## config.mk

```make
export PLATFORM = sky130hd
export DESIGN_NAME = sem_mag
export DESIGN_NICKNAME = d
export VERILOG_FILES = /design/src/hw/rtl/sem_pkg.sv /design/src/hw/rtl/sem_mag.sv
export SDC_FILE = /design/constraint.sdc
export NUM_CORES = 2
export LEC_CHECK = 0
export ABC_AREA = 1
export BUFFER_PORTS_ARGS = -buffer_cell sky130_fd_sc_hd__buf_2
export CAP_MARGIN = 20
export CORE_ASPECT_RATIO = 1.25
export CORE_UTILIZATION = 50
export CTS_BUF_LIST = sky130_fd_sc_hd__clkbuf_8 sky130_fd_sc_hd__clkbuf_16
export CTS_CLUSTER_DIAMETER = 80
export DETAILED_ROUTE_END_ITERATION = 6
export PLACE_DENSITY = 0.78
export SLEW_MARGIN = 20
export SYNTH_ARGS = -nofsm -noshare
export SYNTH_HDL_FRONTEND = slang
export SYNTH_SLANG_ARGS = --single-unit
```

## constraint.sdc

```tcl
create_clock -name clk -period 14.8 [get_ports clk]
set_input_delay 0.74 -clock clk [delete_from_list [all_inputs] [get_ports clk]]
set_output_delay 0.74 -clock clk [all_outputs]
set_load 0.03 [all_outputs]
```

## src/hw/rtl/sem_pkg.sv

```systemverilog
// sobel edge magnitude package: sizes, field widths, window type, register indexes
// no dependencies
package sem_pkg;

  localparam int MAX_WIDTH  = 2048;
  localparam int MAX_HEIGHT = 4096;

  localparam int COL_W      = $clog2(MAX_WIDTH);
  localparam int ROW_W      = $clog2(MAX_HEIGHT);
  localparam int WREG_W     = 12;
  localparam int HREG_W     = 13;
  localparam int CFG_DATA_W = 13;
  localparam int CFG_IDX_W  = 1;

  localparam logic [CFG_IDX_W-1:0] CFG_IMAGE_WIDTH  = 1'b0;
  localparam logic [CFG_IDX_W-1:0] CFG_IMAGE_HEIGHT = 1'b1;

  // gradient, square and root widths
  localparam int GRAD_W = 11;
  localparam int SQ_W   = 21;
  localparam int RT_W   = 22;

  typedef logic [23:0] pix_t;
  typedef pix_t [2:0][2:0] win_t;
  typedef logic [2:0][7:0] mag_t;

endpackage

```

## src/hw/rtl/sem_mag.sv

```systemverilog
// sobel gradient and rounded magnitude for the three channels of one window
// gradient, square, then an iterative bit-pair square root; depends on sem_pkg
module sem_mag
  import sem_pkg::*;
(
  input  logic clk,
  input  logic rst_n,
  input  logic start,
  input  win_t win,
  output logic done,
  output mag_t mag
);

  typedef enum logic [3:0] {
    M_IDLE = 4'b0001,
    M_SQ   = 4'b0010,
    M_ROOT = 4'b0100,
    M_FIN  = 4'b1000
  } mstate_t;

  mstate_t state_r, state_nxt;

  logic signed [GRAD_W-1:0] gx_r [3];
  logic signed [GRAD_W-1:0] gy_r [3];
  logic signed [GRAD_W-1:0] gx_nxt [3];
  logic signed [GRAD_W-1:0] gy_nxt [3];
  logic [RT_W-1:0] rem_r [3];
  logic [RT_W-1:0] root_r [3];
  logic [RT_W-1:0] bit_r;
  logic done_r;
  mag_t mag_r;

  function automatic logic signed [GRAD_W-1:0] px(input pix_t p, input int ch);
    return $signed({3'b000, p[8*(2-ch) +: 8]});
  endfunction

  always_comb begin
    for (int ch = 0; ch < 3; ch++) begin
      gx_nxt[ch] = px(win[0][2], ch) + (px(win[1][2], ch) <<< 1) + px(win[2][2], ch)
                 - px(win[0][0], ch) - (px(win[1][0], ch) <<< 1) - px(win[2][0], ch);
      gy_nxt[ch] = px(win[2][0], ch) + (px(win[2][1], ch) <<< 1) + px(win[2][2], ch)
                 - px(win[0][0], ch) - (px(win[0][1], ch) <<< 1) - px(win[0][2], ch);
    end
  end

  always_comb begin
    state_nxt = state_r;
    case (state_r)
      M_IDLE:  if (start) state_nxt = M_SQ;
      M_SQ:    state_nxt = M_ROOT;
      M_ROOT:  if (bit_r == RT_W'(1)) state_nxt = M_FIN;
      M_FIN:   state_nxt = M_IDLE;
      default: state_nxt = M_IDLE;
    endcase
  end

  always_ff @(posedge clk) begin
    if (!rst_n) begin
      state_r <= M_IDLE;
      done_r  <= 1'b0;
    end else begin
      state_r <= state_nxt;
      done_r  <= (state_r == M_FIN);
    end
  end

  always_ff @(posedge clk) begin
    logic signed [2*GRAD_W-1:0] sx, sy;
    logic [RT_W-1:0] trial;
    case (state_r)
      M_IDLE: begin
        for (int ch = 0; ch < 3; ch++) begin
          gx_r[ch] <= gx_nxt[ch];
          gy_r[ch] <= gy_nxt[ch];
        end
      end
      M_SQ: begin
        for (int ch = 0; ch < 3; ch++) begin
          sx = gx_r[ch] * gx_r[ch];
          sy = gy_r[ch] * gy_r[ch];
          rem_r[ch]  <= RT_W'({1'b0, sx[SQ_W-1:0]}) + RT_W'({1'b0, sy[SQ_W-1:0]});
          root_r[ch] <= '0;
        end
        bit_r <= RT_W'(1) << (SQ_W - 1);
      end
      M_ROOT: begin
        for (int ch = 0; ch < 3; ch++) begin
          trial = root_r[ch] + bit_r;
          if (rem_r[ch] >= trial) begin
            rem_r[ch]  <= rem_r[ch] - trial;
            root_r[ch] <= (root_r[ch] >> 1) + bit_r;
          end else begin
            root_r[ch] <= root_r[ch] >> 1;
          end
        end
        bit_r <= bit_r >> 2;
      end
      M_FIN: begin
        for (int ch = 0; ch < 3; ch++) begin
          // round to nearest, then clamp
          if (root_r[ch] > RT_W'(255) || (root_r[ch] == RT_W'(255) && rem_r[ch] > root_r[ch]))
            mag_r[ch] <= 8'd255;
          else if (rem_r[ch] > root_r[ch])
            mag_r[ch] <= root_r[ch][7:0] + 8'd1;
          else
            mag_r[ch] <= root_r[ch][7:0];
        end
      end
      default: ;
    endcase
  end

  assign done = done_r;
  assign mag  = mag_r;

  a_start_idle: assert property (@(posedge clk) disable iff (!rst_n)
    start |-> state_r == M_IDLE) else $error("start while busy");
  a_done_after_fin: assert property (@(posedge clk) disable iff (!rst_n)
    $past(state_r == M_FIN) |-> done_r) else $error("missing done");
  a_root_bit: assert property (@(posedge clk) disable iff (!rst_n)
    state_r == M_ROOT |-> $countones(bit_r) == 1) else $error("bad root step bit");

endmodule
```

---- Word level (Yosys, flattened, before mapping) ----
Memory sizes are Yosys's and may differ from the RTL's.
Cells that the tools add are included.
Widths: inputs -> output; s select.
word-level totals
  register bits ........................... 51
  memory bits (writable) .................. 198
  logic and storage cells ................. 135
  memories ................................ 4
memory list
  name    words  bits a word  rd ports  clocked after memory_dff  write ports  RTL line       source
  rem_r   3      22           3         0                         3            sem_mag.sv:27  logic [RT_W-1:0] rem_r [3];
  root_r  3      22           3         0                         3            sem_mag.sv:28  logic [RT_W-1:0] root_r [3];
  gx_r    3      11           3         0                         3            sem_mag.sv:23  logic signed [GRAD_W-1:0] gx_r [3];
  gy_r    3      11           3         0                         3            sem_mag.sv:24  logic signed [GRAD_W-1:0] gy_r [3];
cells by class
  $add $sub $neg .......................... 45
  $mul .................................... 6
  $lt $le $gt $ge ......................... 9
  equal/unequal tests ..................... 10
  multiplexer cells ....................... 38
  bitwise gates (word level) .............. 9
  reduce and logical (&&, ||, !) cells .... 8
operators by type and width
  operator             count
  $mux 22              9
  $sub 11x9->11        12
  $mul 11x11->21       6
  $add 10x8->11        6
  $add 21x21->22       3
  $add 21x22->22       3
  $add 22x22->22       3
  $eq 22x8->1 const B  3
  $ge 22x22->1         3
  $gt 22x22->1         3
  $gt 22x8->1 const B  3
  $sub 11x10->11       6
  $sub 22x22->22       3
  $add 8x9->10         6
  $pmux 22 s2          1
  $add 8x1->8 const B  3
  $mux 8               3
  $eq 22x1->1 const B  1
  $mux 1               22
  $pmux 4 s3           1
  $or 1x1->1           9
  $mux 4               2
  $eq 4x1->1 const B   1
  $eq 4x2->1 const B   1
  7 further kinds      12

---- Depth between registers and ports, before layout ----
  word-level depth ........................ 7
  gate-level depth with buffers ........... 34
  depth with buffers taken out ............ 33

---- Worst setup path after synthesis ----
No wires, ideal clock.
  path type ............................... register to register
  start ................................... reg state_r[3]
  end ..................................... reg state_r[3]
  library setup time ...................... 0.070 ns
  arrival ................................. 7.933 ns
  data required time ...................... 14.730 ns
  path slack .............................. 6.797 ns
  stages on the path, launching flop included .. 7
  path buffers ............................ 0
  cells stage by stage .................... dfxtp_1 > nor4_1 > inv_1 > or2_2 > nand2_1 > nand2_1 > a21oi_1
between the ends
  longest elaborated chain between the ends .. 3
RTL lines
  what                                             RTL line       source
  start: declaration                               sem_mag.sv:21  mstate_t state_r, state_nxt;
  start signal: assignment                         sem_mag.sv:62  state_r <= state_nxt;
  $eq 4x3->1 / $eq 4x1->1 (equally long branches)  sem_mag.sv:48  case (state_r)
  $ne 2x2->1 (no line)                             -
  $reduce_and 2->1 (no line)                       -
Parallel ways exist; a longest one is shown, timed or not.
A chain may end at the register's enable or synchronous reset.

==> metrics.yaml <==
detailed_routing:
  wl_um: 134000
  drt_pass1_iterations: 7
  drt_first_iter_violations: 3000
  detail_route.wl_per_cell_um: 14.85
  post-route-drc-count: 9
  routed-via-count: 47040
  route.detailed.vias_per_inst: 5.212
  ant_nets: 0
global_route:
  antenna_found_initial: 0
  grt_first_pass_wirelength_um: 223600
  grt_max_degree: 74
  global_route.usage.total: 0.2377
  grt_overflow_total: 0
  vias_in_the_first_global_route: 48000
critical_path:
  crit_path_start_kind: "flip-flop"
  worst_ep_arrival_time_ps: 7290
  critical_path.n_buffers_inverters: 3
  crit_path_top_delay_cell: "edfxtp_1"
  timing.critical_path.mode_cell: "nand2_1"
  levels_on_crit_path: 27
  timing.critical_path.required_ps: 15180
  worstRegToRegCells: 27
  cp_max_fo: 13
  crit-reg2reg-launch: "gy_r[0][32]$_DFFE_PP_"
  worst_path_largest_cell_delay_ps: 630
  critPathCaptureType: "flip-flop"
  path_delay_family: "adder cells"
  critical_path.startpoint: "gy_r[0][32]$_DFFE_PP_"
  critPathKind: "flip-flop to flip-flop"
clocking:
  worst_setup_hold_path_clk_slew_ps: 70
  cts_hold_buf: 0
  cts_max_path_buffers: 3
  tritoncts.num_buffers: 30
  tritoncts_clock_tree: "yes"
  worst_skew_pair.late_latency_ps: 640
  number_of_buffers_added_for_setup_after_cts: 0
  htreeDepth: 1
  clock-sinks: 238
  clock-root-buffer: "clkbuf_16"
  cts_resizes: 0
place:
  detailedPlacementHpwl_um: 113400
  portBuffers: 219
  gp_congestion: 1.015
floorplanning:
  start_util: 0.5036
  die-area_mm2: 0.1137
  core_area_mm2: 0.1116
  die_width_um: 301.9
  die_y_um: 376.8
  io_pins: 244
  rows: 137
logic_synthesis:
  yosys_register_bits: 238
  number_of_enable_type_register_cells_in_the_synthesized_netlist: 232
  synth.lib_cells_used.distinct: 48
  async_flop_share: 0
  synth-seq-area-share: 0.1261
  synth-main-ff-cell: "edfxtp_1"
  ys.warnings.count: 0
  synth_nets: 9003
  synthesis.instances: 7397
  avgSynthCellArea_um2: 7.597
  synth.cell_area_mm2: 0.05619
sta:
  maxSlewViolCount: 0
  fin_crit_sh: 0.4671
  count_of_endpoints_failing_setup_in_the_final_report: 0
  timing.final.crit_period_ps: 6913
  tightestPinTransition_ps: 1075
  fmax_mhz: 144.7
  rsz0062_at_grt: "false"
  finalClockSkew_ps: 25.41
  hold_viol_final: 0
  totalNegativeSetupSlack_ps: 0
  normalized_max_slew_margin: 0.2830
final_layout:
  syn2layout_area_growth_pct: 6.208
  design.final.nets: 9149
  post_route_cells_drive_above_1_share: 0.04243
  antenna-diode-count: 0
min_path:
  timing.hold.worst.class: "input port to flip-flop"
  min_delay_path_depth: 2
  min_from: "rst_n"
flow_run:
  cap_viol_max_count: 0
run_status:
  outcome: "finished with violations"
  violations: "DRC"
## layout by cell type (no fill, tap or decap), types with 7 or more instances in the layout
| cell type | Yosys | routed |
|---|---|---|
| clkbuf_16 | 0 | 31 |
| a21boi_0 | 7 | 7 |
| o22ai_1 | 13 | 13 |
| a21o_1 | 25 | 25 |
| a211oi_1 | 11 | 11 |
| a21oi_1 | 359 | 359 |
| o21bai_1 | 36 | 36 |
| o21ai_0 | 196 | 196 |
| o211ai_1 | 21 | 21 |
| xor2_1 | 237 | 237 |
| or2_2 | 18 | 18 |
| nor2_1 | 427 | 427 |
| nand3_1 | 313 | 313 |
| nand4_1 | 164 | 164 |
| buf_4 | 1 | 17 |
| o21a_1 | 11 | 11 |
| edfxtp_1 | 232 | 232 |
| fa_1 | 783 | 783 |
| xnor2_1 | 113 | 113 |
| a31oi_1 | 15 | 15 |
| nor3_1 | 76 | 75 |
| nand2_1 | 1708 | 1705 |
| inv_1 | 1826 | 1834 |
| nand3b_1 | 7 | 7 |
| nor4_1 | 20 | 19 |
| buf_2 | 22 | 219 |
| ha_1 | 604 | 604 |
## metal layers
layer / global-route usage / up-vias / part of all wire
li1: - / 23110 / -
met5: 0 / - / 0
met3: 0.01952 / 271 / 0.050
met1: 0.2970 / 22390 / 0.41
met2: 0.4259 / 1272 / 0.50
met4: 0.08548 / 0 / 0.037
## final timing paths
check	endpoint	slack (ps)
setup / recovery	rem_r[0][61]$_DFFE_PP_	7890
hold reg to reg	done$_SDFF_PN0_	520
hold / removal	state_r[0]$_SDFFE_PN1P_	350
setup reg to reg	rem_r[0][61]$_DFFE_PP_	7890
## sequential cells by signal, indices dropped and copies added (netlist names)
register  count
rem_r        66
root_r       66
gx_r         33
gy_r         33
mag          24
bit_r        11
state_r       4
done          1
## cells in the mapped netlist, drive strengths merged, types with 77 or more instances
master	n	share of area
xnor2	113	0.018
nand2	1710	0.11
clkbuf	85	0.0057
o21ai	200	0.018
a21oi	359	0.032
fa	783	0.28
nor2	431	0.029
ha	604	0.13
nand4	166	0.019
xor2	237	0.037
edfxtp	232	0.12
nand3	314	0.028
inv	1830	0.12
nor3	77	0.0069
## kinds of logic after synthesis
group | after synthesis | synth area share
buffers and inverters | 1954 | 0.1319
and+or+nand+nor | 2753 | 0.2037
DFF | 238 | 0.1261
AOI/OAI and AO/OA | 715 | 0.07036
adders and majority gates | 1387 | 0.4134
xor gates and xnor gates | 350 | 0.05455
## area by class of cell
type                       count  area (µm²)
sequential                   238        7087
multi-input combinational   5205       41720
tap                         1459        1826
clock buffer                  37       858.3
clock inverter                18       90.09
fill                       10400       51910
timing repair buffer         236        1224
inverter                    1832        6877
## metrics by stage
step,setup slack [ps],area (µm²),utilization,hold WS [ps],std cells
2_1_floorplan,6797,56190,-,447.1,7397
4_1_cts,7978,59680,0.5348,310.0,9025
5_1_grt,7490,59680,0.5348,369.0,9025
6_report,7887,59680,0.5348,348.3,9025
3_5_place_dp,7979,58730,0.5263,519.6,8970
3_3_place_gp,8059,58730,0.5263,509.3,8970
Power is left out: the tool's default activity adds up to more than one toggle a clock period on the data nets, which glitch-free logic cannot reach.
